===== config.mk =====
export PLATFORM = sky130hd
export DESIGN_NAME = pbvd_front
export DESIGN_NICKNAME = d
export VERILOG_FILES = /design/src/hdl/pbvd_pkg.sv /design/src/hdl/pbvd_front.sv
export SDC_FILE = /design/constraint.sdc
export NUM_CORES = 1
export LEC_CHECK = 0
export BUFFER_PORTS_ARGS = -buffer_cell sky130_fd_sc_hd__buf_2
export CAP_MARGIN = 20
export CORE_AREA = 4 4 168 170
export CTS_BUF_LIST = sky130_fd_sc_hd__clkbuf_8 sky130_fd_sc_hd__clkbuf_16
export DETAILED_ROUTE_END_ITERATION = 16
export DIE_AREA = 0 0 172 174
export MAX_ROUTING_LAYER = met4
export SETUP_SLACK_MARGIN = 0.2
export SLEW_MARGIN = 20
export SYNTH_ARGS = -nofsm -noshare
export SYNTH_HDL_FRONTEND = slang
export SYNTH_SLANG_ARGS = --single-unit

===== constraint.sdc =====
create_clock -name aclk -period 19.4 [get_ports aclk]
set_input_delay 4.85 -clock aclk [delete_from_list [all_inputs] [get_ports aclk]]
set_output_delay 4.85 -clock aclk [all_outputs]
set_load 0.05 [all_outputs]

===== src/hdl/pbvd_pkg.sv =====
package pbvd_pkg;

    localparam int IDX_W   = 12;
    localparam int COORD_W = 64;
    localparam int GRID_W  = 11;
    localparam int POS_W   = 10;

    localparam logic       KIND_VERTEX = 1'b0;
    localparam logic       KIND_CORNER = 1'b1;

    localparam logic [1:0] ST_OK       = 2'd0;
    localparam logic [1:0] ST_FULL     = 2'd1;
    localparam logic [1:0] ST_UNSET    = 2'd2;

    localparam logic       REG_COLUMNS = 1'b0;
    localparam logic       REG_ROWS    = 1'b1;

    typedef struct packed {
        logic                   kind;
        logic                   border;
        logic [COORD_W-1:0]     x;
        logic [COORD_W-1:0]     y;
        logic [COORD_W-1:0]     z;
        logic [IDX_W-1:0]       corner;
    } cmd_t;

    typedef struct packed {
        logic [IDX_W-1:0]       new_index;
        logic                   is_duplicate;
        logic [1:0]             status;
    } res_t;

    function automatic logic [POS_W-1:0] last_pos(input logic [GRID_W-1:0] v);
        logic [GRID_W-1:0] c;
        c = v;
        if (v < GRID_W'(2)) c = GRID_W'(2);
        if (v > GRID_W'(1024)) c = GRID_W'(1024);
        return POS_W'(c - GRID_W'(1));
    endfunction

endpackage


===== src/hdl/pbvd_front.sv =====
module pbvd_front (
    input  logic                          aclk,
    input  logic                          aresetn,
    input  logic                          cfg_we,
    input  logic [pbvd_pkg::GRID_W-1:0]   cfg_index,
    input  logic [pbvd_pkg::GRID_W-1:0]   cfg_data,
    input  logic                          in_valid,
    output logic                          in_ready,
    input  logic                          in_kind,
    input  logic [pbvd_pkg::COORD_W-1:0]  in_x,
    input  logic [pbvd_pkg::COORD_W-1:0]  in_y,
    input  logic [pbvd_pkg::COORD_W-1:0]  in_z,
    input  logic [pbvd_pkg::IDX_W-1:0]    in_corner,
    input  logic                          vtx_full,
    output logic                          q_valid,
    input  logic                          q_ready,
    output pbvd_pkg::cmd_t                q_cmd
);
    import pbvd_pkg::*;

    logic [GRID_W-1:0] cols_reg, rows_reg;
    logic [POS_W-1:0]  col_reg, row_reg, col_next, row_next;
    logic [POS_W-1:0]  last_col, last_row;
    logic              q_valid_reg;
    cmd_t              q_cmd_reg;
    logic              take, adv, border;

    assign last_col = last_pos(cols_reg);
    assign last_row = last_pos(rows_reg);
    assign border   = (col_reg == '0) || (col_reg >= last_col) ||
                      (row_reg == '0) || (row_reg >= last_row);
    assign in_ready = !q_valid_reg || q_ready;
    assign take     = in_valid && in_ready;
    assign adv      = take && in_kind == KIND_VERTEX && !vtx_full;

    always_comb begin
        row_next = row_reg + POS_W'(1);
        col_next = col_reg;
        if (row_reg >= last_row) begin
            row_next = '0;
            col_next = (col_reg >= last_col) ? '0 : col_reg + POS_W'(1);
        end
    end

    always_ff @(posedge aclk) begin
        if (!aresetn) begin
            cols_reg    <= GRID_W'(3);
            rows_reg    <= GRID_W'(3);
            col_reg     <= '0;
            row_reg     <= '0;
            q_valid_reg <= 1'b0;
        end else begin
            if (cfg_we && cfg_index == GRID_W'(REG_COLUMNS)) cols_reg <= cfg_data;
            if (cfg_we && cfg_index == GRID_W'(REG_ROWS)) rows_reg <= cfg_data;
            if (adv) begin
                col_reg <= col_next;
                row_reg <= row_next;
            end
            if (in_ready) q_valid_reg <= in_valid;
        end
        if (take) begin
            q_cmd_reg <= '{kind: in_kind, border: border, x: in_x, y: in_y,
                           z: in_z, corner: in_corner};
        end
    end

    assign q_valid = q_valid_reg;
    assign q_cmd   = q_cmd_reg;
endmodule


### Word level (Yosys, flattened, before mapping)

Index checks and enable logic that the tools add are counted.

* bits of input ports: 233
* word-level logic and storage cells: 44
* register bits after elaboration: 249
* output and inout port bits: 208

* mux-type cells: 6
* bitwise logic cells: 1
* reductions and logical operators: 15
* $lt $le $gt $ge: 6
* add/subtract/negate cells: 4
* equality and inequality tests: 1

Operators by type and width (number)
* 10-bit 2-to-1 mux: 6
* 11-bit greater-than comparator (second input constant): 2
* 11-bit by 2-bit less-than comparator with 1-bit output (second input constant): 2
* 10-bit by 1-bit adder with 10-bit output (second input constant): 2
* 10-bit greater-or-equal comparator: 2
* 10-bit zero test: 2
* 10-bit by 1-bit subtractor with 10-bit output (second input constant): 2
* 11-bit by 1-bit == test with 1-bit output (second input constant): 1
* 11-bit zero test: 1
* 1-bit logical AND: 5
* 1-bit logical OR: 4
* 1-bit zero test: 2
* 2-bit AND reduction: 1
* 1-bit inverter: 1

### Depth between registers and ports, before layout

Gate-level depths: netlist (run 1).

* depth after elaboration: 8
* depth in mapped cells: 19
* gate-level depth less buffers: 16

### Least setup slack after synthesis (run 1)

OpenSTA, ideal clock, no wires.

* path kind: input port to flip-flop
* from: input port q_ready
* to: register q_cmd_reg (netlist bit q_cmd[0]) (enable)
* stages: 2
* setup time: 591 ps
* slack: 8707 ps
* data required time: 18809 ps
* arrival time: 10102 ps
* path through: nand2b_1 -> and2_1

* longest elaborated chain between the ends: 2

Ends and longest elaborated chain
* start, declared: line pbvd_front.sv:16 `input logic q_ready,`
* 1-bit logical OR: line pbvd_front.sv:32 `assign in_ready = !q_valid_reg || q_ready;`
* 1-bit logical AND: line pbvd_front.sv:33 `assign take = in_valid && in_ready;`
* named net take: line pbvd_front.sv:26 `logic take, adv, border;`
* end signal, assigned: line pbvd_front.sv:62 `q_cmd_reg <= '{kind: in_kind, border: border, x: in_x, y: in_y,`
* end, declared: line pbvd_front.sv:25 `cmd_t q_cmd_reg;`

The timed path passes the listed nets, and every way through them passes these cells.
A chain may end at the register's enable or synchronous reset.

### Final worst setup path (run 1)

* from: input port q_ready
* to: output port in_ready

* longest elaborated chain between the ends: 1

Ends and longest elaborated chain
* 1-bit logical OR: line pbvd_front.sv:32
* end, declared: line pbvd_front.sv:8 `output logic in_ready,`

Every way passes these cells.

==> reports/qor.yml, run 1 <==
outcome: "finished clean"
worstSetupPathType: "input pin to output pin"
min_period_ns: 10.25
crit_required_ns: 14.55
rows: 60
min_period_over_period_pct: 52.9
antenna_found_initial: 8
wire_per_inst_um: 20.5
fin_setup_tns_ns: 0
switchingPower_mw: 0.339
synth_edf_count: 206
avgSynthCellArea_um2: 16.5
fmax_ghz: 0.0975
intPower_mw: 0.920
grt_pass1_vias: 6100
synth_warnings: 0
drtAntennaViolNets: 0
dieArea_um2: 29900
wirelength_mm: 28.3
final_cell_mix: "440 x buf_2, 206 x edfxtp_1, 50 x nor2_1"
async_flop_share_pct: 0
cts_buffers: 28
drive_gt1_share_pct: 47.8
rsz0062_at_grt: "false"
finalNonFillerCells: 1379
synth_mux_area_share_pct: 2.55
port_buffers: 440
min-delay-start: "col_reg[8]$_SDFFE_PN0P_"
place_congestion: 0.864
syn_nets: 807
fin_nets: 1267
yosysTopAreaCellShare_pct: 68.4
synth-adder-area-share_pct: 3.60
clockBufferDepth: 3
netlist_area_um2: 9040
insertion_delay_ns: 0.54
hold_buffers: 0
path_max_fanout: 5
post_cts_buffers: 0
ys_seq_area_share_pct: 77.9
crit_arrival_ns: 5.40
floorplan.initialDensity_pct: 33.8
finalClockSkew_ns: 0.0162
yosys.area_share.simple_pct: 8.95
ioPinCount: 441
final_common_cell: "buf_2"
grt_overflow_total: 0
grt_pass1_wl_mm: 39.0
relSlewSlack_pct: 43.1
max_cap_violations: 0
dr.pass1.iters: 6
clockRootBuffer: "clkbuf_16"
r2r_cells: 15
worst_slew_pin_slew_ns: 0.853
reg2reg_slack_ns: 15.54
hold_viol_final: 0
vias: 6328
power_frac_seq_pct: 48.9
vdd_drop_max_mv: 0.0626
yosys.area.top_type: "edfxtp_1"
synth_cell_types: 54
post_dp_cell_area_um2: 11600
synth_cells: 548
powerDensity_nw_per_um2: 101
stdcell_area_um2: 12500
hold_path_class: "flip-flop to flip-flop"
cts_resized: 0
path_clk_slew_ns: 0.06
crit_path_start_kind: "input pin"
grt_usage_pct: 17.8
cp-end-kind: "output pin"
cts_tree: "yes"
synth_xor_xnor_area_share_pct: 1.55
largest_reg_flops: 206
drcViolationCount: 0
maxSlewViolCount: 0
ys_ff_latch: 249
swShare_pct: 26.9
rr_startpoint: "cols_reg[3]$_SDFFE_PN0P_"
dp_hpwl_mm: 22.2
synth_top_family_by_area: "simple AND/OR/NAND/NOR gates"
clock_power_share_pct: 38.5
synth_compound_area_share_pct: 4.40
dieHeight_um: 174
worst_hold_path.num_cells: 2
ys.flop_type: "edfxtp_1"
coreArea_um2: 26700
dp_cells: 1318
pwr-share-comb_pct: 12.6
clkSinkCount: 249
holdPathEnd: "col_reg[8]$_SDFFE_PN0P_"
setup_viol_count_final: 0
grt_max_degree: 85
p_leak_nw: 5.46
synth_area_leaders: "edfxtp_1 68%, dfxtp_1 9.5%, ha_1 3.6%"
r2r_end: "col_reg[9]$_SDFFE_PN0P_"
avgViaCountPerCell: 4.59
die_w_um: 172
first_iter_violations: 290
syn_to_final_growth_pct: 38.6
cts-htree-levels: 1
[worst max-delay path, stage by stage]
cell      delay, ns
buf_2          0.08
nand2b_1       0.18
buf_2          0.30
[worst max path at each step]
stage                     startpoint            endpoint  slack [ns]  depth (start not counted)
after global placement       q_ready            in_ready        9.19                          3
after floorplan              q_ready  q_cmd[0]$_DFFE_PP_        8.71                          2
after global routing         q_ready            in_ready        9.11                          3
after CTS                    q_ready            in_ready        9.15                          3
final                        q_ready            in_ready        9.15                          3
after detailed placement     q_ready            in_ready        9.16                          3
[cells by family (layout without fill, tap and decap cells)]
family          count (synthesis)  count (layout)
xor+xnor                       16              16
fa+ha+maj                      26              26
other cells                     0               8
simple gates                  154             154
mux                            23              23
flops                         249             249
buf+inv                        22             504
compound gates                 58              58
[power by group through the flow]
| stage | clock network (mW) | logic [mW] | registers (mW) |
|---|---|---|---|
| 3_3_place_gp | 0 | 0.158 | 0.627 |
| 4_1_cts | 0.501 | 0.160 | 0.617 |
| 5_1_grt | 0.523 | 0.165 | 0.618 |
| 2_1_floorplan | 0 | 0.0112 | 0.722 |
| 6_report | 0.485 | 0.159 | 0.616 |
| 3_5_place_dp | 0 | 0.160 | 0.628 |
[per-stage QoR]
step | total power, mW | hold WS [ns] | worst slack (ns) | util [%]
2_1_floorplan | 0.733 | 0.478 | 8.71 | -
3_3_place_gp | 0.785 | 0.516 | 9.19 | 43.5
3_5_place_dp | 0.787 | 0.520 | 9.16 | 43.5
4_1_cts | 1.28 | 0.529 | 9.15 | 46.7
5_1_grt | 1.31 | 0.568 | 9.11 | 46.9
6_report | 1.26 | 0.529 | 9.15 | 46.9
[per-layer routing]
layer / vias up / wire length (µm) / global-route usage [%]
li1: 3017 / - / -
met3: 49 / 2440 / 5.80
met1: 3022 / 10900 / 20.4
met4: 0 / 901 / 4.91
met2: 240 / 14100 / 30.1
met5: - / 0 / -
[cells in the mapped netlist (2+ instances only)]
cell	count
o22ai_1	3
inv_1	8
or2_1	2
nand3_1	13
a21o_1	6
nor2_1	50
nand2_1	28
or3_1	3
xnor2_1	7
nor3b_1	2
buf_2	3
dfxtp_1	43
nor3_1	7
nand2b_1	6
o211ai_1	2
nor4_1	4
edfxtp_1	206
a21oi_1	15
a221o_1	6
nand4b_1	2
o21ai_1	8
mux2i_1	23
and2_1	3
ha_1	26
and3_1	9
xor2_1	9
clkbuf_1	9
o21a_1	2
nand4_1	9
a211oi_1	5
nor2b_1	6
[final cells by class]
| cell class | count | area (µm²) |
|---|---|---|
| repair buffers | 443 | 2240 |
| clock buffers | 28 | 701 |
| well taps | 341 | 427 |
| fillers | 2444 | 14200 |
| flip-flops and latches | 249 | 7050 |
| multi-input cells | 277 | 1910 |
| clock inverters | 24 | 155 |
| diodes | 8 | 20.0 |
| inverters | 9 | 33.8 |
Power figures use the tool's default switching activity.
==> run 2: changes to the inputs <==
- ABC_AREA: unset -> 1
- CORE_AREA: 4 4 168 170 -> 4 4 170 172
- DIE_AREA: 0 0 172 174 -> 0 0 174 176
- clock period: 19.4 -> 9.77 ns (I/O delays scaled with it)
==> run 2 against run 1 <==
Compared with the run above: critical path depth grew 1; synthesized cell count rose by 22%; area after synthesis rose by 2.2%; highest routed layer unchanged.
==> reports/qor.yml, run 2 <==
avgSynthCellArea_um2: 13.8
grt_pass1_vias: 6447
avgViaCountPerCell: 4.62
rr_startpoint: "cols_reg[7]$_SDFFE_PN0P_"
grt_pass1_wl_mm: 42.7
post_dp_cell_area_um2: 11900
final_cell_mix: "440 x buf_2, 206 x edfxtp_1, 102 x nand2_1"
syn_nets: 928
crit_arrival_ns: 2.89
setup_viol_count_final: 0
stdcell_area_um2: 12800
synth_cells: 669
yosys.area.top_type: "edfxtp_1"
post_cts_buffers: 0
synth_warnings: 0
crit_path_end: "in_ready"
cp_slowest_stage_delay_ns: 0.26
setup_ws_ns: 4.43
netlist_area_um2: 9240
grt_overflow_total: 0
reg2reg_slack_ns: 6.61
finalNonFillerCells: 1512
worstSetupPathType: "input pin to output pin"
hold_buffers: 0
crit_required_ns: 7.33
p_leak_nw: 5.61
hold_path_class: "flip-flop to flip-flop"
relSlewSlack_pct: 36.7
vdd_drop_max_mv: 0.126
worst_slew_pin_slew_ns: 0.950
cts_tree: "yes"
antenna_found_initial: 18
async_flop_share_pct: 0
finalClockSkew_ns: 0.0152
max_cap_violations: 0
first_iter_violations: 504
final_core_util_pct: 46.6
powerDensity_nw_per_um2: 202
dp_cells: 1448
fin_nets: 1392
cts_resized: 0
die_w_um: 174
hold_viol_final: 0
path_clk_slew_ns: 0.06
crit_path_start_kind: "input pin"
synth_cell_types: 38
timing.critical_path.mode_cell: "buf_2"
min_period_ns: 5.34
cts-htree-levels: 1
maxSlewViolCount: 0
yosysTopAreaCellShare_pct: 67.0
clockRootBuffer: "clkbuf_16"
cp-end-kind: "output pin"
drive_gt1_share_pct: 43.3
drtAntennaViolNets: 0
ys_ff_latch: 249
wirelength_mm: 31.2
rows: 61
r2r_end: "col_reg[2]$_SDFFE_PN0P_"
crit_cells: 4
grt_usage_pct: 19.3
dp_hpwl_mm: 24.3
place_congestion: 0.886
synth_edf_count: 206
dr.pass1.iters: 5
hold_ws_ns: 0.505
yosysMostFrequentCell: "edfxtp_1"
vias: 6982
coreArea_um2: 27500
dieArea_um2: 30600
critPathLaunch: "q_ready"
insertion_delay_ns: 0.55
ioPinCount: 441
dp_slack_ns: 4.43
drcViolationCount: 0
path_max_fanout: 3
netlist_top_cells_count: "206 x edfxtp_1, 102 x nand2_1, 62 x nor2_1"
ys_seq_area_share_pct: 76.3
min_period_over_period_pct: 54.6
r2r_cells: 19
power_mw: 2.59
crit_buf_inv: 3
worstPathCellList: "buf_2, inv_2, nand2_2, buf_2"
outcome: "finished clean"
dieHeight_um: 176
clockBufferDepth: 3
ys.flop_type: "edfxtp_1"
grt_max_degree: 172
rsz0062_at_grt: "false"
critical_path.top_delay_family: "buffers and inverters"
port_buffers: 440
slowest_stage: "buf_2"
wire_per_inst_um: 20.6
synth_area_leaders: "edfxtp_1 67%, dfxtp_1 9.3%, nand2_1 4.1%"
clkSinkCount: 249
syn_to_final_growth_pct: 38.7
largest_reg_flops: 206
fmax_ghz: 0.187
floorplan.initialDensity_pct: 33.6
fin_setup_tns_ns: 0
final_common_cell: "buf_2"
cts_buffers: 29
==> run 2: cell count changes after synthesis, moves of 5 or more <==
cell	change
a21o_1	-6
a21oi_1	+19
a221o_1	-6
and3_1	-8
clkbuf_1	-5
inv_1	+50
mux2i_1	-23
nand2_1	+74
nand2b_1	-6
nand3_1	+14
nor2_1	+12
nor2b_1	-6
o21ai_0	+30
==> run 2: final cells by class <==
cell class	count	area, µm²
fillers	2516	14700
flip-flops and latches	249	7050
repair buffers	442	2250
multi-input cells	349	1900
clock buffers	29	726
well taps	346	433
inverters	62	235
clock inverters	22	191
diodes	13	32.5
==> run 2: worst min path at each step <==
stage | start | to | slack [ns] | depth (start not counted)
after detailed placement | cols_reg[9]$_SDFFE_PN0P_ | cols_reg[9]$_SDFFE_PN0P_ | 0.50 | 2
after global routing | cols_reg[6]$_SDFFE_PN0P_ | cols_reg[6]$_SDFFE_PN0P_ | 0.53 | 2
after global placement | rows_reg[9]$_SDFFE_PN0P_ | rows_reg[9]$_SDFFE_PN0P_ | 0.50 | 2
after CTS | cols_reg[9]$_SDFFE_PN0P_ | cols_reg[9]$_SDFFE_PN0P_ | 0.51 | 2
after floorplan | cols_reg[9]$_SDFFE_PN0P_ | cols_reg[9]$_SDFFE_PN0P_ | 0.46 | 2
final | cols_reg[9]$_SDFFE_PN0P_ | cols_reg[9]$_SDFFE_PN0P_ | 0.51 | 2
==> run 2: worst min-delay path: cells and delay by family (launching register included) <==
kind,cells,cell delay [ns]
flip-flops,1,0.32
buffers and inverters,1,0.08
AO/OA/AOI/OAI,1,0.06
==> run 2: cells by family after synthesis <==
kind of cell             Yosys count  synth area share, %
AND/OR/NAND/NOR                  232                 11.2
buffers and inverters             71                 3.29
adder cells (fa/ha/maj)           26                 3.52
XOR/XNOR                          10                0.948
AO/OA/AOI/OAI                     81                 4.73
flip-flops                       249                 76.3
==> run 2: metal layers <==
| metal | GRT usage [%] | share of wire (%) |
|---|---|---|
| met5 | - | 0 |
| met4 | 5.18 | 2.7 |
| met3 | 6.10 | 8.5 |
| met2 | 30.5 | 47 |
| met1 | 24.2 | 42 |
==> run 2: power breakdown <==
group | switching, mW | internal (mW)
sequential | 0.0146 | 1.21
combinational | 0.253 | 0.0705
clock | 0.424 | 0.616
total | 0.691 | 1.90
==> run 3: changes to the inputs <==
- ABC_AREA: 1 -> 0
- CORE_AREA: 4 4 170 172 -> 4 4 168 170
- DIE_AREA: 0 0 174 176 -> 0 0 172 174
- clock period: 9.77 -> 5.5 ns (I/O delays scaled with it)
==> run 3 against run 2 <==
Compared with the run above: total power is 81% higher; cell count is 8.8% lower; clock-buffer cell count stayed put; register-to-register slack worse by 4.9 ns; first-iteration DRC count is 23% lower; critical path type is now flip-flop to flip-flop; largest cell class unchanged.
==> reports/qor.yml, run 3 (same netlist as run 1, synthesis figures left out) <==
critical_path.top_delay_family: "simple AND/OR/NAND/NOR gates"
fin_nets: 1266
hold_viol_final: 0
path_clk_slew_ns: 0.06
place_congestion: 0.877
max_cap_violations: 0
die_w_um: 172
drtAntennaViolNets: 0
fillers: 2446
final_core_util_pct: 47.4
final_common_cell: "buf_2"
clockBufferDepth: 3
ioPinCount: 441
min_period_over_period_pct: 68.8
crit_buf_inv: 0
hold_buffers: 0
syn_to_final_growth_pct: 40.0
crit_path_start_kind: "flip-flop"
timing.critical_path.mode_cell: "ha_1"
path_max_fanout: 8
avgViaCountPerCell: 4.62
hold_ws_ns: 0.536
insertion_delay_ns: 0.54
final_cell_mix: "440 x buf_2, 206 x edfxtp_1, 50 x nor2_1"
min_period_ns: 3.78
grt_max_degree: 84
power_mw: 4.70
power_frac_seq_pct: 46.3
cts_resized: 0
antenna_found_initial: 9
fmax_ghz: 0.264
first_iter_violations: 390
swShare_pct: 26.2
crit_required_ns: 5.91
cp_slowest_stage_delay_ns: 0.40
hold_path_class: "flip-flop to flip-flop"
clock_power_share_pct: 41.8
worstSetupPathType: "flip-flop to flip-flop"
relSlewSlack_pct: 48.0
p_leak_nw: 5.50
vias: 6374
powerDensity_nw_per_um2: 371
rows: 60
outcome: "finished clean"
clockRootBuffer: "clkbuf_16"
grt_pass1_wl_mm: 39.8
finalClockSkew_ns: 0.0176
post_cts_buffers: 0
floorplan.initialDensity_pct: 33.8
intPower_mw: 3.47
grt_usage_pct: 18.3
wire_per_inst_um: 21.0
cp-end-kind: "flip-flop"
worstPathCellList: "nor4_4, nor4b_4, a21oi_1, or2_1, ha_1, a22oi_1, nand2_1, o311ai_1, o21ai_1, ha_1, a41oi_1, o31ai_1, nor3_2, and2_1, a221o_1"
largest_reg_flops: 206
grt_overflow_total: 0
dieArea_um2: 29900
rsz0062_at_grt: "false"
cts_tree: "yes"
dr.pass1.iters: 4
dp_hpwl_mm: 22.5
switchingPower_mw: 1.23
setup_viol_count_final: 0
vdd_drop_max_mv: 0.234
coreArea_um2: 26700
crit_arrival_ns: 4.19
drcViolationCount: 0
pwr-share-comb_pct: 11.9
cts_buffers: 28
worst_slew_pin_slew_ns: 0.776
fin_setup_tns_ns: 0
drive_gt1_share_pct: 48.5
wirelength_mm: 28.9
clkSinkCount: 249
cts-htree-levels: 1
grt_pass1_vias: 6130
slowest_stage: "dfxtp_1"
maxSlewViolCount: 0
port_buffers: 440
dieHeight_um: 174
## run 3: worst paths after layout
| kind | from | end | slack [ns] | cells past startpoint |
|---|---|---|---|---|
| setup / recovery | cols_reg[3]$_SDFFE_PN0P_ | col_reg[7]$_SDFFE_PN0P_ | 1.72 | 15 |
| hold / removal | col_reg[1]$_SDFFE_PN0P_ | col_reg[1]$_SDFFE_PN0P_ | 0.54 | 2 |
| setup reg to reg | cols_reg[3]$_SDFFE_PN0P_ | col_reg[7]$_SDFFE_PN0P_ | 1.72 | 15 |
| hold reg to reg | col_reg[1]$_SDFFE_PN0P_ | col_reg[1]$_SDFFE_PN0P_ | 0.54 | 2 |
## run 3: power groups by stage
stage          combinational [mW]  sequential, mW  clock, mW
2_1_floorplan              0.0399            2.54          0
6_report                    0.561            2.17       1.96
5_1_grt                     0.580            2.18       2.10
3_5_place_dp                0.566            2.21          0
4_1_cts                     0.567            2.17       2.02
3_3_place_gp                0.562            2.21          0
## run 3: layout make-up
class / count / area [µm²] / share of cell area, %
Clock buffer: 29 / 726 / 5.73
Sequential cell: 249 / 7050 / 55.7
Antenna cell: 9 / 22.5 / 0.178
Clock inverter: 23 / 255 / 2.02
Tap cell: 341 / 427 / 3.37
Multi-Input combinational cell: 277 / 1910 / 15.1
Timing Repair Buffer: 442 / 2240 / 17.7
Inverter: 9 / 33.8 / 0.267
## run 3: layer usage
metal  GRT usage (%)  wire length [µm]  vias up
met2            30.5             14200      235
li1                -                 -     3018
met5               -                 0        -
met1            20.7             11000     3075
met4            5.08               873        0
met3            6.80              2830       46
## run 3: tightest hold or removal path, delay by kind of cell, from the launching register on
| kind | cells | cell delay (ns) |
|---|---|---|
| AO/OA/AOI/OAI | 1 | 0.05 |
| flip-flops | 1 | 0.36 |
| AND/OR/NAND/NOR | 1 | 0.08 |
## run 3: through the flow
stage | area (µm²) | setup slack, ns | instances
5_1_grt | 12700 | 1.35 | 1379
2_1_floorplan | 9040 | 0.546 | 548
3_3_place_gp | 11700 | 1.79 | 1318
6_report | 12700 | 1.72 | 1379
4_1_cts | 12600 | 1.72 | 1370
3_5_place_dp | 11700 | 1.75 | 1318
